**src/sv/swdt_pkg.sv**
```systemverilog
// Shared types, codes and reset values of the Super I/O watchdog timer.
package swdt_pkg;

  // Field and register widths.
  localparam int ADDR_WIDTH = 16;
  localparam int BYTE_WIDTH = 8;
  localparam int CFG_WIDTH = 16;
  localparam int CFG_INDEX_WIDTH = 2;
  localparam int MODE_WIDTH = 2;

  // Default countdown width.
  localparam int COUNT_WIDTH_DEFAULT = 16;

  // Transaction kinds carried in the mode field.
  localparam logic [MODE_WIDTH-1:0] MODE_READ = 2'd0;
  localparam logic [MODE_WIDTH-1:0] MODE_WRITE = 2'd1;
  localparam logic [MODE_WIDTH-1:0] MODE_TICK = 2'd2;

  // Configuration register indexes.
  localparam logic [CFG_INDEX_WIDTH-1:0] CFG_TIMEOUT = 2'd0;
  localparam logic [CFG_INDEX_WIDTH-1:0] CFG_BASE_PORT = 2'd1;
  localparam logic [CFG_INDEX_WIDTH-1:0] CFG_PING_PORT = 2'd2;

  // Configuration register reset values.
  localparam logic [CFG_WIDTH-1:0] TIMEOUT_RESET = 16'd1600;
  localparam logic [CFG_WIDTH-1:0] BASE_PORT_RESET = 16'h03F0;
  localparam logic [CFG_WIDTH-1:0] PING_PORT_RESET = 16'h0443;

  // Keys, register index and control byte values.
  localparam logic [BYTE_WIDTH-1:0] KEY_UNLOCK = 8'h87;
  localparam logic [BYTE_WIDTH-1:0] KEY_LOCK = 8'hAA;
  localparam logic [BYTE_WIDTH-1:0] CTRL_INDEX = 8'h14;
  localparam logic [BYTE_WIDTH-1:0] CTRL_RESET = 8'h8C;
  localparam int ARM_POS = 4;

  // Progress of the unlock key sequence.
  typedef enum logic [1:0] {
    STAGE_LOCKED,
    STAGE_ONE_KEY,
    STAGE_OPEN
  } unlock_stage_t;

  // One input transaction.
  typedef struct packed {
    logic [MODE_WIDTH-1:0] mode;
    logic [ADDR_WIDTH-1:0] port_address;
    logic [BYTE_WIDTH-1:0] write_data;
  } swdt_in_t;

  // One result transaction.
  typedef struct packed {
    logic [BYTE_WIDTH-1:0] read_data;
    logic config_open;
    logic dog_armed;
    logic system_reset;
  } swdt_out_t;

  // Configuration register values as seen by the control logic.
  typedef struct packed {
    logic [CFG_WIDTH-1:0] timeout_ticks;
    logic [CFG_WIDTH-1:0] config_base_port;
    logic [CFG_WIDTH-1:0] ping_port;
  } swdt_cfg_t;

endpackage

```
**src/sv/superio_watchdog_timer_core.sv**
```systemverilog
// Top level of the Super I/O watchdog timer: input register, control logic and result register.
//
// Each transaction is a bus read, a bus write or a tick, and produces exactly one result.
// The transaction passes through the input register into the result register, and an
// output stall can hold it in either. A new transaction can be accepted every cycle: the
// input register feeds a single pass of decode and state update into the result register.
// The input side is stalled only while both registers are full and the result side is stalled.
// Two writes of 0x87 to the index port unlock configuration; 0xAA locks it again. Register
// 0x14 behind the data port (index port + 1) is the control byte, whose bit 4 arms the
// countdown. A read of the ping port reloads the countdown from timeout_ticks and clears
// system_reset; armed ticks count down and raise system_reset at zero. The user must write
// configuration registers only while no transaction is in flight; the block does not enforce it.
module superio_watchdog_timer_core #(
  parameter int COUNT_WIDTH = swdt_pkg::COUNT_WIDTH_DEFAULT
) (
  input  logic                                 clk,
  input  logic                                 rst,
  input  logic                                 in_valid,
  output logic                                 in_stall,
  input  swdt_pkg::swdt_in_t                   in_data,
  output logic                                 out_valid,
  input  logic                                 out_stall,
  output swdt_pkg::swdt_out_t                  out_data,
  input  logic                                 cfg_write,
  input  logic [swdt_pkg::CFG_INDEX_WIDTH-1:0] cfg_index,
  input  logic [swdt_pkg::CFG_WIDTH-1:0]       cfg_data
);
  import swdt_pkg::*;

  swdt_cfg_t cfg;
  swdt_in_t item;
  logic item_valid;
  logic advance;
  swdt_out_t result;

  swdt_cfg_regs u_cfg_regs (
    .clk       (clk),
    .rst       (rst),
    .cfg_write (cfg_write),
    .cfg_index (cfg_index),
    .cfg_data  (cfg_data),
    .cfg       (cfg)
  );

  swdt_ctrl #(
    .COUNT_WIDTH (COUNT_WIDTH)
  ) u_ctrl (
    .clk    (clk),
    .rst    (rst),
    .step   (advance),
    .item   (item),
    .cfg    (cfg),
    .result (result)
  );

  // The held transaction moves on whenever the result register is free or draining.
  assign advance = item_valid && (!out_valid || !out_stall);
  assign in_stall = item_valid && !advance;

  // Input register.
  always_ff @(posedge clk) begin
    if (rst) begin
      item_valid <= 1'b0;
    end else if (!in_stall) begin
      item_valid <= in_valid;
    end
  end

  always_ff @(posedge clk) begin
    if (!in_stall && in_valid) begin
      item <= in_data;
    end
  end

  // Result register.
  always_ff @(posedge clk) begin
    if (rst) begin
      out_valid <= 1'b0;
    end else if (advance) begin
      out_valid <= 1'b1;
    end else if (!out_stall) begin
      out_valid <= 1'b0;
    end
  end

  always_ff @(posedge clk) begin
    if (advance) begin
      out_data <= result;
    end
  end

endmodule

```
**src/sv/swdt_cfg_regs.sv**
```systemverilog
// Configuration registers of the watchdog: timeout, index port base and ping port.
module swdt_cfg_regs (
  input  logic                                clk,
  input  logic                                rst,
  input  logic                                cfg_write,
  input  logic [swdt_pkg::CFG_INDEX_WIDTH-1:0] cfg_index,
  input  logic [swdt_pkg::CFG_WIDTH-1:0]       cfg_data,
  output swdt_pkg::swdt_cfg_t                  cfg
);
  import swdt_pkg::*;

  // Write decode; an index beyond the list is ignored.
  always_ff @(posedge clk) begin
    if (rst) begin
      cfg.timeout_ticks <= TIMEOUT_RESET;
      cfg.config_base_port <= BASE_PORT_RESET;
      cfg.ping_port <= PING_PORT_RESET;
    end else if (cfg_write) begin
      unique case (cfg_index)
        CFG_TIMEOUT: cfg.timeout_ticks <= cfg_data;
        CFG_BASE_PORT: cfg.config_base_port <= cfg_data;
        CFG_PING_PORT: cfg.ping_port <= cfg_data;
        default: ;
      endcase
    end
  end

endmodule

```
**src/sv/swdt_ctrl.sv**
```systemverilog
// Unlock sequence, control register and countdown state with the result of each transaction.
module swdt_ctrl #(
  parameter int COUNT_WIDTH = swdt_pkg::COUNT_WIDTH_DEFAULT
) (
  input  logic                clk,
  input  logic                rst,
  input  logic                step,
  input  swdt_pkg::swdt_in_t  item,
  input  swdt_pkg::swdt_cfg_t cfg,
  output swdt_pkg::swdt_out_t result
);
  import swdt_pkg::*;

  localparam logic [31:0] TIMEOUT_RESET_EXT = 32'(TIMEOUT_RESET);
  localparam logic [COUNT_WIDTH-1:0] COUNT_RESET = TIMEOUT_RESET_EXT[COUNT_WIDTH-1:0];

  unlock_stage_t stage, stage_next;
  logic [BYTE_WIDTH-1:0] selected_index, selected_index_next;
  logic [BYTE_WIDTH-1:0] control_byte, control_byte_next;
  logic [COUNT_WIDTH-1:0] countdown, countdown_next;
  logic expired_flag, expired_flag_next;

  logic [ADDR_WIDTH-1:0] data_port;
  logic hit_index, hit_data, hit_ping, ctrl_sel;
  logic [31:0] reload_ext;
  logic [COUNT_WIDTH-1:0] reload_value;
  logic [COUNT_WIDTH-1:0] count_dec;

  // Address decode against the current port settings; the data port wraps at the top.
  assign data_port = cfg.config_base_port + ADDR_WIDTH'(1);
  assign hit_index = (item.port_address == cfg.config_base_port);
  assign hit_data = (item.port_address == data_port);
  assign hit_ping = (item.port_address == cfg.ping_port);
  assign ctrl_sel = (stage == STAGE_OPEN) && (selected_index == CTRL_INDEX);

  // The reload value is the timeout register masked to the countdown width.
  assign reload_ext = 32'(cfg.timeout_ticks);
  assign reload_value = reload_ext[COUNT_WIDTH-1:0];
  assign count_dec = (countdown != '0) ? countdown - COUNT_WIDTH'(1) : countdown;

  // Next state for the transaction in the input register.
  always_comb begin
    stage_next = stage;
    selected_index_next = selected_index;
    control_byte_next = control_byte;
    countdown_next = countdown;
    expired_flag_next = expired_flag;
    result.read_data = '0;
    unique case (item.mode)
      MODE_READ: begin
        if (hit_data && ctrl_sel) begin
          result.read_data = control_byte;
        end
        if (hit_ping) begin
          countdown_next = reload_value;
          expired_flag_next = 1'b0;
        end
      end
      MODE_WRITE: begin
        if (hit_index) begin
          if (stage != STAGE_OPEN) begin
            if (item.write_data == KEY_UNLOCK) begin
              stage_next = (stage == STAGE_LOCKED) ? STAGE_ONE_KEY : STAGE_OPEN;
            end else begin
              stage_next = STAGE_LOCKED;
            end
          end else if (item.write_data == KEY_LOCK) begin
            stage_next = STAGE_LOCKED;
          end else begin
            selected_index_next = item.write_data;
          end
        end
        // The index and data ports never share an address, so current state decides.
        if (hit_data && ctrl_sel) begin
          control_byte_next = item.write_data;
        end
      end
      MODE_TICK: begin
        if (control_byte[ARM_POS]) begin
          countdown_next = count_dec;
          if (count_dec == '0) begin
            expired_flag_next = 1'b1;
          end
        end
      end
      default: ;
    endcase
    result.config_open = (stage_next == STAGE_OPEN);
    result.dog_armed = control_byte_next[ARM_POS];
    result.system_reset = expired_flag_next;
  end

  // State registers advance only when the transaction moves on to the result register.
  always_ff @(posedge clk) begin
    if (rst) begin
      stage <= STAGE_LOCKED;
      selected_index <= '0;
      control_byte <= CTRL_RESET;
      countdown <= COUNT_RESET;
      expired_flag <= 1'b0;
    end else if (step) begin
      stage <= stage_next;
      selected_index <= selected_index_next;
      control_byte <= control_byte_next;
      countdown <= countdown_next;
      expired_flag <= expired_flag_next;
    end
  end

endmodule

```
**config.mk**
```make
export PLATFORM = sky130hd
export DESIGN_NAME = superio_watchdog_timer_core
export DESIGN_NICKNAME = d
export VERILOG_FILES = /design/src/sv/swdt_pkg.sv /design/src/sv/superio_watchdog_timer_core.sv /design/src/sv/swdt_cfg_regs.sv /design/src/sv/swdt_ctrl.sv
export SDC_FILE = /design/constraint.sdc
export NUM_CORES = 1
export LEC_CHECK = 0
export BUFFER_PORTS_ARGS = -buffer_cell sky130_fd_sc_hd__buf_2
export CAP_MARGIN = 30
export CORE_MARGIN = 2
export CORE_UTILIZATION = 25
export CTS_BUF_LIST = sky130_fd_sc_hd__clkbuf_2
export DETAILED_ROUTE_END_ITERATION = 10
export SYNTH_ARGS = -nofsm -noshare
export SYNTH_HDL_FRONTEND = slang
export SYNTH_SLANG_ARGS = --single-unit
```
**constraint.sdc**
```tcl
create_clock -name clk -period 3.5 [get_ports clk]
set_input_delay 0.7 -clock clk [delete_from_list [all_inputs] [get_ports clk]]
set_output_delay 0.7 -clock clk [all_outputs]
set_load 0.03 [all_outputs]
```
# Word level (Yosys, flattened, before mapping)
# Cells that the tools add are included.
# totals
ff_bits	122
wordCells	79
latch_bits	0
ramBits	0
output_inout_bits	13
mem_bits_ro	0
memories	0
# classes
n_mux	18
shifts	0
n_div	0
n_addsub	2
bitwise	2
multipliers	0
n_lt_le_gt_ge	0
n_reduce_logical	23
n_eq_ne	16
# op_table
op	count
$eq A16 B16 Y1	3
$mux W16	3
$pmux W16 S2	1
$add A16 B1 Y16 const B	1
$eq A8 B8 Y1 const B	2
$logic_not A16 Y1	1
$reduce_bool A16 Y1	1
$sub A16 B1 Y16 const B	1
$mux W2	6
$mux W5	2
$eq A2 B2 Y1 const B	4
$eq A8 B5 Y1 const B	1
$reduce_and A2 Y1	4
$logic_not A2 Y1	3
$ne A2 B1 Y1 const B	3
$logic_and A1 B1 Y1	5
$mux W1	5
$reduce_and A5 Y1	1
$eq A2 B1 Y1 const B	2
$logic_not A1 Y1	4
$reduce_and A4 Y1	1
$reduce_and A3 Y1	1
$ne A2 B2 Y1 const B	1
$not A1 Y1	2
3 further kinds	3

# Longest topological paths before layout
# depth
depth_word	7
mapped_depth	8
ltp_nobuf	8

# Cells and area by module
# Synthesis repeated with hierarchy kept, for this count alone.
# unflattened
hier_cells	619
area_unflattened_um2	6231.0
# by_module_without_submodules
mod	cells_each	area_per_inst_um2	instances	seq_area_each_um2
swdt_ctrl	385	3088.0	1	700.7
swdt_cfg_regs	187	1945.6	1	960.9
superio_watchdog_timer_core	47	1197.4	1	1151.1

# Worst setup path before layout
# OpenSTA, ideal clock, no wires.
# synth_path
path_kind	input port to flip-flop
startpoint	input out_stall
endpoint	register item[0] (netlist name)
path_stages	2
arrival_ns	2.225
path_slack_ns	0.863
required_time_ns	3.088
setup_time_ns	0.412
path_cell_list	and3_1 nor2b_1
# synth_via
elab_chain_cells	7
# synth_rtl
item	line_no	rtl
from (decl)	superio_watchdog_timer_core.sv:22	input logic out_stall,
$logic_not A1 Y1	n/a	
$logic_or A1 B1 Y1	superio_watchdog_timer_core.sv:57	assign advance = item_valid && (!out_valid || !out_stall);
$logic_and A1 B1 Y1	superio_watchdog_timer_core.sv:57	
$logic_not A1 Y1	superio_watchdog_timer_core.sv:58	assign in_stall = item_valid && !advance;
$logic_and A1 B1 Y1	superio_watchdog_timer_core.sv:58	
$logic_not A1 Y1	superio_watchdog_timer_core.sv:70	if (!in_stall && in_valid) begin
$logic_and A1 B1 Y1	superio_watchdog_timer_core.sv:70	
# Every way passes these cells.
# A chain may end at the register's enable or synchronous reset.

# Final worst setup path
# layout_path
startpoint	register u_cfg_regs.cfg[17] (netlist name)
endpoint	register u_ctrl.control_byte[2]
# layout_via
elab_chain_cells	4
# layout_rtl
item	line_no	rtl
$add A16 B1 Y16	swdt_ctrl.sv:30	assign data_port = cfg.config_base_port + ADDR_WIDTH'(1);
$eq A16 B16 Y1	swdt_ctrl.sv:32	assign hit_data = (item.port_address == data_port);
$logic_and A1 B1 Y1	swdt_ctrl.sv:74	if (hit_data && ctrl_sel) begin
$reduce_and A3 Y1 (no source line)	n/a	
to (signal assigned)	swdt_ctrl.sv:104	control_byte <= control_byte_next;
to (decl)	swdt_ctrl.sv:19	logic [BYTE_WIDTH-1:0] control_byte, control_byte_next;
# Every way passes these cells.

==> run metrics <==
CTS tree=yes; Final TNS setup=0 ns; ys flop type=dfxtp_1; Initial Utilization=0.256; clk sink count=between 100 and 150; max incr delay on CP=0.71 ns; post-CTS setup repair buffer count=0; die height=159 um; top cell type's share of synthesized area=0.282; # diodes=0; die width=159 um; Slew Limit Fails=0; Leak=0.00246 uW; row count=56; clock root buffer=clkbuf_2; share of cells above drive strength 1=0.158; largest net degree at the start of global routing=69; crit path launch type=register; drt first pass iters=5; Mapped Cells=673; critical path type=reg2reg; Mapped Area=6040 um^2; Slew HR=0.388; yosys warns=0; deepest clock path buffer count=2; cell taking the most area after synthesis=dfxtp_1; Slew @ Worst Pin=0.917 ns; All-Layer GR Usage=0.130; number of global-route vias before repair=4789; endpoint class of the critical path=register; Final min period=2.77 ns; Critical Path AT=3.40 ns; Placed Area=around 6600 um^2; total power=2770 uW; HPWL after DPL=11.7 mm; Post-CTS Hold Fix Bufs=0; most frequent cell after synthesis=nand2_1; Synth Register Bits=122; Worst EP required=slightly above 4 ns; Synth async-reset ratio=0; WHS=0.145 ns; final setup fails=0; grt ovf=0; Critical Path Fanout Max=9; IO buf count=61; H-tree levels=4; Worst path slowest cell=nor4_4; Gates resized, CTS repair=0; final WL=16.4 mm; Cell Pwr Density=402 nW/um^2; gp weighted congestion=0.897; IR drop worst, VDD=between 0.0002 and 0.0003 V; Worst Skew=roughly 0.042 ns; status=complete, no violations; cts bufs inserted=17; Synth top cells by count=nand2_1, dfxtp_1, a21oi_1, nor2_1, edfxtp_1; mean post-synth cell area=8.97 um^2; Final Instance Area=6890 um^2; worst skew pair latency=roughly 0.71 ns; core box area=23600 um^2; worst min path class=in2reg; Net Count, Synth=724; crit share post-route=0.792; RSZ-0062 raised after global routing=false; register clock-pin slew on the reported worst setup and hold paths=0.21 ns; # IOs=62; post-DR vias/cell=approximately 5; critical path cell sequence=ha_1 -> and4_2 -> a41oi_1 -> nor4b_1 -> nor3_1 -> nor4_4 -> mux2i_1; Post-synth EDFFs=37; max-cap viol count=0; fmax=0.361 GHz; DRC viols=0; die area=between 20000 and 30000 um^2; Final Hold Fails=0; layout filler cell count=between 2000 and 3000; first-pass GRT wire length=26.4 mm; post-synth cell types=72; post-synthesis sequential area ratio=0.466; antenna violation net count after detailed routing=0; Synth area leaders=dfxtp_1, edfxtp_1, nand2_1; Final nets=772; total number of vias=around 5200; average wire per standard cell=15.6 um; Syn-to-layout area delta=14.1%; initial antenna violation count=0; Iter 0 DRT Violations=612
-- per-stage QoR --
step	std cells	worst slack [ns]	utilization
after floorplan	673	0.863	-
after global placement	1020	0.852	0.281
after detailed placement	1021	0.785	0.281
after CTS	1053	0.740	0.292
after global routing	1053	0.364	0.292
final	1053	0.730	0.292
-- power by group --
part           internal, uW  switching [uW]  total [uW]  leakage (uW)
clock network           398             553         951      0.000145
logic                  96.1             166         262       0.00128
registers              1510            48.1        1550       0.00104
total                  2000             767        2770       0.00246
-- logic make-up (layout without fill, tap and decap cells) --
logic type,Yosys count,count (layout),synth area share
AOI/OAI and AO/OA,138,138,0.158
xor gates and xnor gates,37,37,0.0537
adders and majority gates,2,2,0.00414
buffers and inverters,55,116,0.0369
DFF,122,122,0.466
muxes,20,20,0.0336
and+or+nand+nor,299,299,0.248
-- cell type report --
class                           instances  area [um^2]  area share
Clock buffer                           19         95.1      0.0138
Timing Repair Buffer                   70          373      0.0541
Tap cell                              319          399      0.0579
Multi-Input combinational cell        496         3000       0.436
Clock inverter                         13          153      0.0222
Inverter                               14         52.6     0.00763
Sequential cell                       122         2810       0.408
-- state kept, by name, indices dropped and copies added (netlist names) --
signal / count
out_data: 11
item: 26
u_ctrl.stage: 2
item_valid: 1
u_ctrl.selected_index: 8
u_ctrl.control_byte: 8
u_ctrl.expired_flag: 1
u_ctrl.countdown: 16
out_valid: 1
u_cfg_regs.cfg: 48
-- worst max-delay path, delay by kind of cell (launching register included) --
family                   cells  cell delay (ns)
AND/OR/NAND/NOR              4             1.48
flip-flops                   1             0.54
adder cells (fa/ha/maj)      1             0.31
multiplexers                 1             0.25
AO/OA/AOI/OAI                1             0.14
-- worst paths after layout --
kind / start / to / slack [ns] / cells past startpoint
setup / recovery: u_cfg_regs.cfg[17] / u_ctrl.control_byte[2] / 0.73 / 7
hold / removal: in_data[12] / item[12] / 0.15 / 1
setup reg to reg: u_cfg_regs.cfg[17] / u_ctrl.control_byte[2] / 0.73 / 7
hold reg to reg: u_cfg_regs.cfg[37] / u_cfg_regs.cfg[37] / 0.48 / 2
-- cells in the final DEF, fill, tap and decap left out, drive strengths merged, types with 5 or more instances in the layout --
| cell type | netlist | routed |
|---|---|---|
| nand2 | 135 | 135 |
| dfxtp | 85 | 85 |
| buf | 8 | 70 |
| a21oi | 58 | 58 |
| nor2 | 40 | 40 |
| edfxtp | 37 | 37 |
| xnor2 | 29 | 29 |
| nand3 | 23 | 23 |
| nor4 | 21 | 21 |
| clkbuf | 33 | 19 |
| mux2i | 18 | 18 |
| inv | 14 | 15 |
| nand4 | 14 | 14 |
| nor3 | 13 | 13 |
| o31ai | 12 | 12 |
| o311ai | 11 | 11 |
| xor2 | 8 | 8 |
| and3 | 7 | 7 |
| o21ai | 7 | 7 |
| a31oi | 7 | 7 |
| nor2b | 7 | 7 |
| nand3b | 6 | 6 |
| clkinv | 0 | 6 |
| o211ai | 5 | 5 |
| nand2b | 5 | 5 |
-- metal layers --
layer | up-vias | track usage | wire (um)
met1 | 2457 | 0.192 | 8400
met5 | - | 0 | 0
li1 | 2546 | - | -
met2 | 156 | 0.189 | 6890
met4 | 0 | 0.0335 | 185
met3 | 14 | 0.0313 | 903
Power figures use the tool's default switching activity.
